**src/rtl/pcem_pkg.sv**
```systemverilog
// Shared types, constants and helpers of the pendulum chain energy monitor.
// No dependencies; used by every module of the block.
package pcem_pkg;

  // Angle constants, Q3.28
  localparam logic [31:0] TWO_PI_Q  = 32'd1686629713;
  localparam logic [31:0] PI_Q      = 32'd843314857;
  localparam logic [31:0] HALF_PI_Q = 32'd421657428;
  localparam logic [28:0] ANG_ONE   = 29'd268435456;

  // Largest energy magnitude, Q24.24
  localparam logic [46:0] MAX47 = {47{1'b1}};

  // Chain position saturates here
  localparam logic [11:0] POS_MAX = 12'd4095;

  // Horner divisors of the cosine series and their reciprocals, 2^31 / d
  localparam int HORNER_STEPS = 6;
  localparam logic [7:0] HORNER_DIV [HORNER_STEPS] =
    '{8'd132, 8'd90, 8'd56, 8'd30, 8'd12, 8'd2};
  localparam logic [30:0] HORNER_RECIP [HORNER_STEPS] = '{
    31'(64'd2147483648 / 64'd132), 31'(64'd2147483648 / 64'd90),
    31'(64'd2147483648 / 64'd56),  31'(64'd2147483648 / 64'd30),
    31'(64'd2147483648 / 64'd12),  31'(64'd2147483648 / 64'd2)};

  // Configuration register indexes
  typedef enum logic [2:0] {
    REG_MASS, REG_ARM_LENGTH, REG_GRAVITY, REG_COUPLING, REG_INV_DT2, REG_COUNT
  } reg_index_t;

  typedef struct packed {
    logic [30:0]        mass;
    logic [30:0]        arm_length;
    logic signed [31:0] gravity_coeff;
    logic signed [31:0] coupling_coeff;
    logic [30:0]        inv_dt_squared;
  } coef_t;

  // Classified pendulum, front to back
  typedef struct packed {
    logic [31:0] kin_mag;    // |now - before|
    logic [32:0] coup_mag;   // |now - next + offset|
    logic [31:0] angle_mag;  // |now|
    logic        kin_left;
    logic        coup_left;
    logic        last;
  } pend_item_t;

  // One frame result; last field in the lowest bits
  typedef struct packed {
    logic [46:0]        peak_side;
    logic [46:0]        peak_total;
    logic signed [47:0] total_both;
    logic signed [47:0] total_right;
    logic signed [47:0] total_left;
    logic signed [47:0] gravity_right;
    logic signed [47:0] gravity_left;
    logic signed [47:0] coupling_right;
    logic signed [47:0] coupling_left;
    logic signed [47:0] kinetic_right;
    logic signed [47:0] kinetic_left;
  } result_t;

  // Coefficient picked by each step of the multiply chains
  typedef enum logic [2:0] {CF_MASS, CF_ARM, CF_GRAV, CF_COUP, CF_IDT} coef_sel_t;

  localparam logic [3:0] STEP_KIN_END  = 4'd3;
  localparam logic [3:0] STEP_GRAV_END = 4'd7;
  localparam logic [3:0] STEP_COUP_END = 4'd12;

  function automatic coef_sel_t coef_of(logic [3:0] step);
    coef_sel_t c;
    case (step)
      4'd0:    c = CF_MASS;
      4'd1:    c = CF_ARM;
      4'd2:    c = CF_ARM;
      4'd3:    c = CF_IDT;
      4'd4:    c = CF_ARM;
      4'd5:    c = CF_MASS;
      4'd6:    c = CF_GRAV;
      4'd7:    c = CF_IDT;
      4'd8:    c = CF_ARM;
      4'd9:    c = CF_ARM;
      4'd10:   c = CF_MASS;
      4'd11:   c = CF_COUP;
      default: c = CF_IDT;
    endcase
    return c;
  endfunction

  typedef enum logic [4:0] {
    B_IDLE, B_SQK, B_SQ_W, B_MLO, B_MHI, B_MSUM, B_ACC,
    B_FOLD1, B_FOLD2, B_X2, B_X2_W, B_H_MUL, B_H_REC, B_H_COR, B_GINIT,
    B_SQC, B_TOT1, B_TOT2, B_TOT3, B_WR, B_SCAN, B_DRAIN, B_OUT
  } back_state_t;

  // Saturating add on 48-bit signed energies
  function automatic logic signed [47:0] sadd(logic signed [47:0] a,
                                              logic signed [47:0] b);
    logic signed [48:0] s;
    s = {a[47], a} + {b[47], b};
    if (s[48] != s[47]) begin
      return s[48] ? {1'b1, 47'd0} : {1'b0, MAX47};
    end
    return s[47:0];
  endfunction

endpackage

```
**src/rtl/pcem_queue.sv**
```systemverilog
// Two-entry queue of classified pendulums between front and back.
// Depends on pcem_pkg.
module pcem_queue import pcem_pkg::*; (
  input  logic       clk,
  input  logic       rst,
  input  logic       push,
  input  pend_item_t push_item,
  output logic       full,
  input  logic       pop,
  output logic       head_valid,
  output pend_item_t head
);

  pend_item_t  slots [2];
  logic        wr_ptr, rd_ptr;
  logic [1:0]  count;

  assign full       = count == 2'd2;
  assign head_valid = count != 2'd0;
  assign head       = slots[rd_ptr];

  // Store pushed items
  always_ff @(posedge clk) begin
    if (push) begin
      slots[wr_ptr] <= push_item;
    end
  end

  // Advance pointers and fill count
  always_ff @(posedge clk) begin
    if (rst) begin
      wr_ptr <= 1'b0;
      rd_ptr <= 1'b0;
      count  <= 2'd0;
    end else begin
      if (push) wr_ptr <= !wr_ptr;
      if (pop)  rd_ptr <= !rd_ptr;
      count <= count + {1'b0, push} - {1'b0, pop};
    end
  end

endmodule

```
**config.mk**
```make
export PLATFORM = sky130hd
export DESIGN_NAME = pcem_queue
export DESIGN_NICKNAME = d
export VERILOG_FILES = /design/src/rtl/pcem_pkg.sv /design/src/rtl/pcem_queue.sv
export SDC_FILE = /design/constraint.sdc
export NUM_CORES = 1
export LEC_CHECK = 0
export BUFFER_PORTS_ARGS = -buffer_cell sky130_fd_sc_hd__buf_2
export CAP_MARGIN = 30
export CORE_MARGIN = 2
export CORE_UTILIZATION = 29
export CTS_BUF_LIST = sky130_fd_sc_hd__clkbuf_4
export DETAILED_ROUTE_END_ITERATION = 7
export PLACE_DENSITY_LB_ADDON = 0.12
export SLEW_MARGIN = 15
export SYNTH_ARGS = -nofsm -noshare
export SYNTH_HDL_FRONTEND = slang
export SYNTH_SLANG_ARGS = --single-unit
```
**constraint.sdc**
```tcl
create_clock -name clk -period 7.36 [get_ports clk]
set_input_delay 0.368 -clock clk [delete_from_list [all_inputs] [get_ports clk]]
set_output_delay 0.368 -clock clk [all_outputs]
set_load 0.05 [all_outputs]
```
Word level (Yosys, flattened, before mapping)
Memory sizes are Yosys's and may differ from the RTL's. A register that Yosys moved wholly into a read port is not among the register bits.
Index checks and enable logic that the tools add are counted.
{ "word_totals": {"regBits": 4, "ramBits": 200, "in_bits": 104, "output_inout_bits": 102, "word_cells": 14, "mem_count": 1} }
{ "memory_table": {"columns": ["name", "depth", "word_bits", "rd", "rd_ports_with_merged_regs", "write_ports", "line", "text"], "rows": [
  ["slots", 2, 100, 1, 1, 1, "pcem_queue.sv:14", "pend_item_t slots [2];"]
]} }
{ "classes": {"n_addsub": 2, "n_eq_ne": 1, "mux": 4, "n_reduce_logical": 3} }
{ "op_table": {"columns": ["operator", "count"], "rows": [
  ["$mux 1", 4],
  ["$add 2x1->2", 1],
  ["$eq 2x2->1 const B", 1],
  ["$logic_not 1->1", 2],
  ["$reduce_bool 2->1", 1],
  ["$sub 2x1->2", 1]
]} }

Logic depth before layout (Yosys ltp)
{ "depth": {"depth_word": 3, "mapped_depth": 6, "depth_no_buf": 6} }

Least setup slack after synthesis
No wires, ideal clock.
{ "synth_timing": {"kind": "reg2reg", "start": "register wr_ptr", "end": "memory slots[0][0] in the netlist's numbering, enable pin", "setup_ns": 0.572, "t_arrival_ns": 4.755, "required_ns": 6.788, "path_slack_ns": 2.034, "path_stages_with_launch": 2, "n_path_buf": 0, "period_less_slack_ns": 5.326, "cell_sequence": "dfxtp_1 > nor2b_1"} }
{ "synth_rtl": {"columns": ["item", "line", "text"], "rows": [
  ["from (decl)", "pcem_queue.sv:15", "logic wr_ptr, rd_ptr;"],
  ["from (signal assigned)", "pcem_queue.sv:36", "if (push) wr_ptr <= !wr_ptr;"],
  ["to (decl)", "pcem_queue.sv:14", null]
]} }
No word-level cell before the write port.

==> key figures <==
Run status
  – Status: complete, no violations

Floorplanning
  – Core area: 27,000 sq um
  – I/O pin count: 206
  – Die W: 169 um
  – Chip height: 169 um
  – DIE AREA: 28,700 sq um
  – Initial Util: 29.5%
  – FP Rows: 60

Pwr
  – Leakage: 4.43 nW
  – Worst VDD drop: 0.114 mV
  – Total power: 0.00292 W
  – P per Cell Area: 266 nW/um^2

Timing
  – Finish-stage setup viols: 0
  – Slew margin rel.: 46.6%
  – RSZ-0062 raised after global routing: false
  – Final Max Tran Viols: 0
  – Final setup TNS: 0 ns
  – Part of the cycle the worst path needs: 40.7%
  – F_max: 334 MHz
  – Clock Skews: 0.0278 ns
  – Worst-Margin Slew: 0.802 ns
  – Final Hold Fails: 0
  – Fin crit period: 3.00 ns
  – Hold_ws: 0.459 ns

Clocking
  – Num CTS Buffers: 56
  – H-tree levels: 2
  – Root buffer cell: clkbuf_4
  – Clock slew at reported path FFs: 0.06 ns
  – Clock buffer depth: 3
  – Clk_lat worst skew: 0.63 ns
  – Post-CTS Resized: 0
  – CTS tree: yes
  – Hold Buf Count CTS: 104
  – Post-CTS setup buffers: 0
  – Sink Count: 205

Worst setup path
  – Reg-to-reg endpoint: slots[1][59]$_DFFE_PP_
  – Worst EP required: 6.99 ns
  – Reg2reg start: wr_ptr$_SDFFE_PP0P_
  – Critical-path top delay cell: dfxtp_4
  – R2R depth: 2
  – Count of buffer and inverter cells on the critical path: 2
  – Flop-to-flop setup slack: 5.12 ns
  – Arr. time, crit path: 2.63 ns
  – Crit-path max FO: 37
  – CP Class: register to output port
  – CP startpoint kind: register
  – Crit path cell chain: buf_4 > mux2_4 > buf_2
  – CP top delay family: buffers and inverters
  – Slowest Stage Delay on Critical Path: 0.68 ns
  – Critical Path Stages: 3
  – CP endpoint: head[59]
  – Crit end category: output port

Yosys
  – Seq/Total Area, Yosys: 76.9%
  – Avg Synthesized Cell Area: 23.9 sq um
  – Synth Register Bits: 205
  – Synth Cell Area: 7940 sq um
  – Cell count after synthesis: 332
  – Synth Net Count: 438
  – Yosys Warn Count: 0
  – Synth unique cells: 13

Final layout
  – Most common cell after layout, fill and taps aside: buf_2
  – Fill cell total of the finished layout: 2,548
  – Share of layout cells above drive strength 1: 54.8%
  – Most frequent cells in the layout: buf_2 (205), edfxtp_1 (200), dlygate4sd3_1 (104)
  – Nets: 799
  – Area Growth Syn to Fin: 38.3%

Drt
  – Vias: 4,360
  – Routed WL: 15,900 um
  – DR DRC count: 0
  – Initial DRC Count: 188
  – Via-to-Cell Ratio: 4.04
  – Routed Antenna Nets: 0
  – DRT Pass-1 Iters: 4
  – Avg WL per Cell: 14.7 um

Worst hold path
  – Hold Crit Class: primary input to register

Global route
  – First-pass GRT wire length: 24,400 um
  – Antenna violations before repair: 1
  – Gr ovfl total: 0
  – Largest net degree at the start of global routing: 56
  – Vias in the first global route: 4,769
  – GRT Overall Usage: 10.9%

Placed design
  – # port buffers: 205
  – RD Place Congestion: 0.666
  – Post-DP HPWL: 9800 um

Flow run
  – Max-cap violations: 0
==> synthesized netlist by cell type (all sizes together) <==
master	count	area, sq um
nor2b	3	18.8
mux2	100	1500
dfxtp	5	100
xnor3	1	22.5
or2	1	6.26
buf	11	211
and2	1	6.26
inv	2	7.51
edfxtp	200	6010
xnor2	2	17.5
ha	2	25.0
nor2	4	15.0
==> worst reg2reg max path, delay by kind of cell (launching register included) <==
family                 cells  cell delay (ns)
and+or+nand+nor            1             0.60
buffers and inverters      1             0.77
DFF                        1             0.40
==> per-layer routing <==
metal / vias up / GRT usage, % / share of wire [%]
li1: 2076 / - / -
met1: 2105 / 12.2 / 41
met2: 148 / 18.7 / 50
met3: 31 / 4.13 / 7.2
met4: 0 / 4.87 / 2.3
met5: - / 0 / 0
==> state kept, by name, indices dropped and copies added (netlist names), named ones only <==
register,cells
rd_ptr,1
wr_ptr,1
slots,200
count,2
==> where the power goes <==
part           switching (W)  total [W]  internal [W]
logic               0.000356   0.000563      0.000207
clock network       0.000450   0.000970      0.000520
registers          0.0000260    0.00139       0.00136
total               0.000832    0.00292       0.00209
==> how the worst min path moves through the flow <==
stage                         from                endpoint  slack, ns  cells past startpoint
3_3_place_gp   rd_ptr$_SDFFE_PP0P_     rd_ptr$_SDFFE_PP0P_       0.49                      2
5_1_grt              push_item[45]  slots[0][45]$_DFFE_PP_       0.38                      2
3_5_place_dp   rd_ptr$_SDFFE_PP0P_                register       0.51                      2
4_1_cts              push_item[45]  slots[0][45]$_DFFE_PP_       0.35                      2
6_report             push_item[18]  slots[1][18]$_DFFE_PP_       0.46                      2
2_1_floorplan                  rst     count[0]$_SDFF_PP0_       0.44                      1
==> stage by stage <==
| step | utilization (%) | setup slack [ns] | area, sq um | cells |
|---|---|---|---|---|
| after floorplan | - | 2.03 | 7940 | 332 |
| after global placement | 34.2 | 4.97 | 9230 | 872 |
| after detailed placement | 34.2 | 4.96 | 9230 | 872 |
| after CTS | 40.7 | 4.23 | 11000 | 1077 |
| after global routing | 40.7 | 4.15 | 11000 | 1078 |
| final | 40.7 | 4.36 | 11000 | 1078 |
==> cell type report <==
cell class,count,area (sq um),share of cell area (%)
clock buffers,84,631,5.75
inverters,2,7.51,0.0684
flip-flops and latches,205,6110,55.7
clock inverters,17,70.1,0.638
diodes,1,2.50,0.0228
repair buffers,314,2100,19.2
well taps,341,427,3.89
multi-input cells,114,1620,14.8
==> cells by family after synthesis <==
group | Yosys count | synth area share, %
multiplexers | 100 | 18.9
buffers and inverters | 13 | 2.76
AND/OR/NAND/NOR | 9 | 0.583
XOR/XNOR | 3 | 0.504
flip-flops | 205 | 76.9
adder cells (fa/ha/maj) | 2 | 0.315
Note: power is estimated with default switching activity, not from simulation.
