### config.mk
export PLATFORM = sky130hd
export DESIGN_NAME = pcem_front
export DESIGN_NICKNAME = d
export VERILOG_FILES = /design/src/rtl/pcem_pkg.sv /design/src/rtl/pcem_front.sv
export SDC_FILE = /design/constraint.sdc
export NUM_CORES = 1
export LEC_CHECK = 0
export ABC_AREA = 0
export BUFFER_PORTS_ARGS = -buffer_cell sky130_fd_sc_hd__buf_2
export CAP_MARGIN = 20
export CELL_PAD_IN_SITES_DETAIL_PLACEMENT = 1
export CELL_PAD_IN_SITES_GLOBAL_PLACEMENT = 1
export CORE_AREA = 10 10 169 155
export CTS_CLUSTER_SIZE = 14
export DETAILED_ROUTE_END_ITERATION = 10
export DIE_AREA = 0 0 179 165
export GPL_TIMING_DRIVEN = 0
export PLACE_DENSITY = 0.82
export SLEW_MARGIN = 20
export SYNTH_ARGS = -nofsm -noshare
export SYNTH_HDL_FRONTEND = slang
export SYNTH_SLANG_ARGS = --single-unit
### constraint.sdc
create_clock -name clk -period 4.15 [get_ports clk]
set_clock_uncertainty 0.15 [all_clocks]
set_input_delay 0 -clock clk [delete_from_list [all_inputs] [get_ports clk]]
set_output_delay 0 -clock clk [all_outputs]
set_load 0.05 [all_outputs]
### src/rtl/pcem_pkg.sv
// Shared types, constants and helpers of the pendulum chain energy monitor.
// No dependencies; used by every module of the block.
package pcem_pkg;

  // Angle constants, Q3.28
  localparam logic [31:0] TWO_PI_Q  = 32'd1686629713;
  localparam logic [31:0] PI_Q      = 32'd843314857;
  localparam logic [31:0] HALF_PI_Q = 32'd421657428;
  localparam logic [28:0] ANG_ONE   = 29'd268435456;

  // Largest energy magnitude, Q24.24
  localparam logic [46:0] MAX47 = {47{1'b1}};

  // Chain position saturates here
  localparam logic [11:0] POS_MAX = 12'd4095;

  // Horner divisors of the cosine series and their reciprocals, 2^31 / d
  localparam int HORNER_STEPS = 6;
  localparam logic [7:0] HORNER_DIV [HORNER_STEPS] =
    '{8'd132, 8'd90, 8'd56, 8'd30, 8'd12, 8'd2};
  localparam logic [30:0] HORNER_RECIP [HORNER_STEPS] = '{
    31'(64'd2147483648 / 64'd132), 31'(64'd2147483648 / 64'd90),
    31'(64'd2147483648 / 64'd56),  31'(64'd2147483648 / 64'd30),
    31'(64'd2147483648 / 64'd12),  31'(64'd2147483648 / 64'd2)};

  // Configuration register indexes
  typedef enum logic [2:0] {
    REG_MASS, REG_ARM_LENGTH, REG_GRAVITY, REG_COUPLING, REG_INV_DT2, REG_COUNT
  } reg_index_t;

  typedef struct packed {
    logic [30:0]        mass;
    logic [30:0]        arm_length;
    logic signed [31:0] gravity_coeff;
    logic signed [31:0] coupling_coeff;
    logic [30:0]        inv_dt_squared;
  } coef_t;

  // Classified pendulum, front to back
  typedef struct packed {
    logic [31:0] kin_mag;    // |now - before|
    logic [32:0] coup_mag;   // |now - next + offset|
    logic [31:0] angle_mag;  // |now|
    logic        kin_left;
    logic        coup_left;
    logic        last;
  } pend_item_t;

  // One frame result; last field in the lowest bits
  typedef struct packed {
    logic [46:0]        peak_side;
    logic [46:0]        peak_total;
    logic signed [47:0] total_both;
    logic signed [47:0] total_right;
    logic signed [47:0] total_left;
    logic signed [47:0] gravity_right;
    logic signed [47:0] gravity_left;
    logic signed [47:0] coupling_right;
    logic signed [47:0] coupling_left;
    logic signed [47:0] kinetic_right;
    logic signed [47:0] kinetic_left;
  } result_t;

  // Coefficient picked by each step of the multiply chains
  typedef enum logic [2:0] {CF_MASS, CF_ARM, CF_GRAV, CF_COUP, CF_IDT} coef_sel_t;

  localparam logic [3:0] STEP_KIN_END  = 4'd3;
  localparam logic [3:0] STEP_GRAV_END = 4'd7;
  localparam logic [3:0] STEP_COUP_END = 4'd12;

  function automatic coef_sel_t coef_of(logic [3:0] step);
    coef_sel_t c;
    case (step)
      4'd0:    c = CF_MASS;
      4'd1:    c = CF_ARM;
      4'd2:    c = CF_ARM;
      4'd3:    c = CF_IDT;
      4'd4:    c = CF_ARM;
      4'd5:    c = CF_MASS;
      4'd6:    c = CF_GRAV;
      4'd7:    c = CF_IDT;
      4'd8:    c = CF_ARM;
      4'd9:    c = CF_ARM;
      4'd10:   c = CF_MASS;
      4'd11:   c = CF_COUP;
      default: c = CF_IDT;
    endcase
    return c;
  endfunction

  typedef enum logic [4:0] {
    B_IDLE, B_SQK, B_SQ_W, B_MLO, B_MHI, B_MSUM, B_ACC,
    B_FOLD1, B_FOLD2, B_X2, B_X2_W, B_H_MUL, B_H_REC, B_H_COR, B_GINIT,
    B_SQC, B_TOT1, B_TOT2, B_TOT3, B_WR, B_SCAN, B_DRAIN, B_OUT
  } back_state_t;

  // Saturating add on 48-bit signed energies
  function automatic logic signed [47:0] sadd(logic signed [47:0] a,
                                              logic signed [47:0] b);
    logic signed [48:0] s;
    s = {a[47], a} + {b[47], b};
    if (s[48] != s[47]) begin
      return s[48] ? {1'b1, 47'd0} : {1'b0, MAX47};
    end
    return s[47:0];
  endfunction

endpackage

### src/rtl/pcem_front.sv
// Front part: accepts pendulum items, forms angle differences and places
// each pendulum on the left or right half. Depends on pcem_pkg.
module pcem_front import pcem_pkg::*; (
  input  logic         clk,
  input  logic         rst,
  input  logic [12:0]  pendulum_count,
  input  logic         s_tvalid,
  output logic         s_tready,
  input  logic [127:0] s_tdata,   // angle_now, angle_before, neighbour_angle, phase_offset
  input  logic         s_tlast,   // frame_last
  input  logic         queue_full,
  output logic         push,
  output pend_item_t   item
);

  logic [11:0]        chain_position;
  logic signed [31:0] now, prev, nbr, offset;
  logic signed [32:0] now_x, kin_diff;
  logic signed [33:0] coup_diff;
  logic [12:0]        half, pos_x;

  assign now    = s_tdata[31:0];
  assign prev   = s_tdata[63:32];
  assign nbr    = s_tdata[95:64];
  assign offset = s_tdata[127:96];

  assign s_tready = !queue_full;
  assign push     = s_tvalid && !queue_full;

  // Differences and magnitudes
  always_comb begin
    now_x     = {now[31], now};
    kin_diff  = now_x - {prev[31], prev};
    coup_diff = {now[31], now_x} - {{2{nbr[31]}}, nbr} + {{2{offset[31]}}, offset};
    half      = pendulum_count >> 1;
    pos_x     = {1'b0, chain_position};
    item.kin_mag   = kin_diff[32] ? 32'(-kin_diff) : kin_diff[31:0];
    item.coup_mag  = coup_diff[33] ? 33'(-coup_diff) : coup_diff[32:0];
    item.angle_mag = now_x[32] ? 32'(-now_x) : now_x[31:0];
    item.kin_left  = pos_x < half;
    item.coup_left = (pos_x + 13'd1) < half;
    item.last      = s_tlast;
  end

  // Advance chain position, clear at frame end
  always_ff @(posedge clk) begin
    if (rst) begin
      chain_position <= '0;
    end else if (push) begin
      if (s_tlast) begin
        chain_position <= '0;
      end else if (chain_position != POS_MAX) begin
        chain_position <= chain_position + 12'd1;
      end
    end
  end

endmodule

== Word level (Yosys, flattened, before mapping) ==
Cells that the tools add are included.

* Output and inout port bits: 102
* Register bits after elaboration: 12
* Bits of input ports: 146

* Equal/unequal tests: 1
* Reductions and logical operators: 4
* Magnitude comparators: 2
* Mux-type cells: 5
* Add/subtract/negate cells: 8

{| class="wikitable"
|+ Operators with widths
! kind !! number
|-
| $sub A32 B32 Y33 || 2
|-
| $mux W32 || 2
|-
| $neg A32 Y32 || 2
|-
| $add A33 B32 Y34 || 1
|-
| $mux W33 || 1
|-
| $neg A33 Y33 || 1
|-
| $mux W12 || 2
|-
| $add A12 B1 Y13 const B || 1
|-
| $lt A13 B12 Y1 || 1
|-
| $add A12 B1 Y12 const B || 1
|-
| $lt A12 B12 Y1 || 1
|-
| $ne A12 B12 Y1 const B || 1
|-
| $reduce_and A2 Y1 || 1
|-
| $reduce_bool A2 Y1 || 1
|-
| $logic_and A1 B1 Y1 || 1
|-
| $logic_not A1 Y1 || 1
|}

== Depth between registers and ports, before layout ==
* Depth in word-level cells: 4
* Mapped depth: 16
* Depth with buffers taken out: 16

== Worst setup path before layout ==
No wires, ideal clock.

* Path kind: input to output
* Start: in s_tdata[1]
* End: out item[67] (netlist name)
* Data required time: 4000 ps
* Data arrival time: 4210 ps
* Stages: 14
* Path slack: -210 ps
* Path through: inv_1 fa_1 inv_1 ha_1 a211oi_1 o211ai_1 a21oi_2 o21ai_0 xor2_1 nor4b_1 and4_1 and3_1 a41oi_1 xnor2_1

{| class="wikitable"
|+ RTL lines
! element !! RTL line !! source
|-
| start, declared || pcem_front.sv:9 || <nowiki>input logic [127:0] s_tdata,</nowiki>
|-
| end, declared || pcem_front.sv:13 || <nowiki>output pend_item_t item</nowiki>
|}

==> metrics.md <==
| Metric | Value |
|---|---|
| EDFF count, synth | `0` |
| Max cap viols | `0` |
| Core Area | `0.0224 mm^2` |
| TritonCTS clock tree | `done` |
| Remaining antenna violation count after routing | `0` |
| DRC violations left | `0` |
| Vias per cell | `5.62` |
| Power density over cell area | `445 mW/mm^2` |
| Die W | `179 um` |
| Number of global-route vias before repair | `10.4k` |
| P_leak | `5.50 nW` |
| Clock sink count | `12` |
| Syn Nets | `1523` |
| First-pass GRT wire length | `54700 um` |
| Max H-tree Level | `1` |
| Number of buffers created by CTS | `3` |
| CTS root buf | `clkbuf_16` |
| Via count | `10.3k` |
| Util after Layout | `50.1%` |
| Slew margin rel. | `56.0%` |
| Ys flop type | `dfxtp_1` |
| Hold Fails Final Rpt | `0` |
| Max reg flops | `12` |
| Status | `completed` |
| Worst-Skew Late Latency | `250 ps` |
| Distinct cells, synth | `74` |
| Max-slew violations | `0` |
| Period minus WS final | `4150 ps` |
| Clk slew on worst S/H paths | `50 ps` |
| Cell Area, Placed | `0.0101 mm^2` |
| Synthesized flop and latch total | `12` |
| Final worst-path cycle share | `99.9%` |
| Crit-path max FO | `10` |
| Layout area overhead | `32.4%` |
| # IOs | `248` |
| Total track usage | `22.5%` |
| TNS Setup | `0 ps` |
| Initial antenna violation count | `5` |
| Pwr Total | `5.00 mW` |
| # setup viols final | `0` |
| Worst hold path class | `primary input to flop` |
| Synth warn | `0` |
| Hold slack | `33.3 ps` |
| Post-Syn Instances | `1252` |
| Cell area after synthesis | `0.00849 mm^2` |
| Critical path capture point type | `primary output` |
| Layout cells sized above 1 | `27.2%` |
| Worst EP arrival | `4000 ps` |
| Design Area, Final | `0.0112 mm^2` |
| Port bufs | `246` |
| Worst slew pin tran | `652 ps` |
| Routed len/inst | `20.5 um` |
| Nets | `1800` |
| Asr flop ratio synth | `0%` |
| Clk buf depth | `2` |
| Seq/Total Area, Yosys | `2.83%` |
| HPWL Detailed | `29700 um` |
| Row count | `52` |
| Final wirelength | `37400 um` |
| Top Registers | `chain_position x12` |
| FMAX | `241 MHz` |
| Initial DRC Count | `597` |
| DR pass1 iterations | `5` |
| Worst VDD drop | `0.456 mV` |
| Grt total ovfl | `0` |
| Die outline height | `165 um` |
| Die Area | `0.0295 mm^2` |
| Crit path kind | `primary input to primary output` |
| Initial Util | `37.8%` |
| Largest net degree at the start of global routing | `11` |
| Placer congestion estimate | `0.914` |
| Mapped Avg Cell Area | `6.78 um^2` |
| WP data required | `4000 ps` |
| Largest Register | `chain_position` |
| Startpoint types | `primary input` |
area by class of cell:
class	count	area, um^2
flip-flops and latches	12	240
clock buffers	4	88.8
well taps	297	372
repair buffers	282	1590
multi-input cells	997	8040
plain buffers	34	156
fillers	2912	11200
inverters	199	747
diodes	1	2.50
synth_stat cells (all sizes together) (9+ instances only):
| cell | number | area, um^2 |
|---|---|---|
| o211ai | 16 | 120 |
| a21oi | 92 | 468 |
| inv | 199 | 747 |
| and3 | 13 | 81.3 |
| a21o | 31 | 233 |
| and2 | 10 | 62.6 |
| nor2b | 10 | 62.6 |
| clkbuf | 41 | 154 |
| a211oi | 12 | 95.1 |
| xor2 | 42 | 368 |
| nor3b | 9 | 72.6 |
| a31oi | 18 | 113 |
| o31ai | 22 | 165 |
| nand3 | 31 | 155 |
| dfxtp | 12 | 240 |
| nor3 | 26 | 130 |
| o21a | 14 | 105 |
| or3 | 11 | 68.8 |
| nor2 | 87 | 327 |
| nand4 | 22 | 138 |
| ha | 92 | 1150 |
| xnor2 | 100 | 876 |
| nand2b | 15 | 93.8 |
| nand2 | 100 | 375 |
| o21ai | 66 | 330 |
| fa | 33 | 661 |
| nor4 | 11 | 68.8 |
critical path, stage by stage:
cell and delay [ps]:
clkbuf_4 160, inv_2 80, fa_2 580, inv_1 80, ha_4 250, a211oi_4 340, o211ai_1 240, a21oi_4 320
nor4_4 90, o211ai_1 310, a21oi_2 120, and2_1 210, o31ai_4 290, clkbuf_8 240, o31ai_1 130, xnor2_1 220
buf_2 310
cells in the final DEF (no fill, tap or decap), drive strengths merged, types with 15 or more instances in the layout:
| cell type | n |
|---|---|
| ha | 92 |
| a21o | 31 |
| nand2b | 15 |
| buf | 281 |
| nand3 | 31 |
| clkbuf | 37 |
| o31ai | 22 |
| nor2 | 87 |
| o21ai | 66 |
| fa | 33 |
| a31oi | 18 |
| o211ai | 16 |
| nor3 | 26 |
| xnor2 | 100 |
| xor2 | 42 |
| a21oi | 92 |
| inv | 199 |
| nand4 | 22 |
| nand2 | 100 |
report_power, final:
part / switching [mW] / total, mW / internal [mW]
clock: 0.0608 / 0.207 / 0.146
combinational: 3.18 / 4.68 / 1.49
sequential: 0.00106 / 0.117 / 0.116
total: 3.24 / 5.00 / 1.76
final timing paths:
kind | slack, ps | depth (start not counted) | start | endpoint
setup / recovery | 4 | 17 | s_tdata[1] | item[47]
hold / removal | 30 | 4 | s_tlast | chain_position[6]$_SDFFE_PP0P_
setup reg to reg | 950 | 9 | chain_position[0]$_SDFFE_PP0P_ | chain_position[8]$_SDFFE_PP0P_
hold reg to reg | 390 | 2 | chain_position[10]$_SDFFE_PP0P_ | chain_position[10]$_SDFFE_PP0P_
per-stage QoR:
stage | worst slack [ps] | instances
detailed placement | -1110 | 1795
floorplan | 0.421 | 1252
CTS | 3.59 | 1806
global route | -118 | 1825
finish | 4.22 | 1826
global placement | -958 | 1795
layer usage:
| metal | routed length, um | up-vias | track usage [%] |
|---|---|---|---|
| met5 | 45 | - | 0 |
| met4 | 899 | 8 | 5.71 |
| met3 | 2970 | 61 | 4.63 |
| met2 | 17600 | 359 | 37.9 |
| met1 | 15900 | 4913 | 28.7 |
| li1 | - | 4915 | - |
cell families after synthesis:
| family | share of synthesized area, % |
|---|---|
| AND/OR/NAND/NOR | 22.5 |
| AO/OA/AOI/OAI | 27.2 |
| buffers and inverters | 10.9 |
| XOR/XNOR | 14.7 |
| adder cells (fa/ha/maj) | 21.4 |
| flip-flops | 2.83 |
| multiplexers | 0.605 |
repair_timing:
action | CTS | global route
resized for setup | 77 | 101
hold endpoints to repair | 2 | 0
hold buffers | 2 | 0
setup endpoints to repair | 43 | 54
setup buffers | 11 | 23
pin swaps | 19 | 30
(Power assumes the default switching activity.)
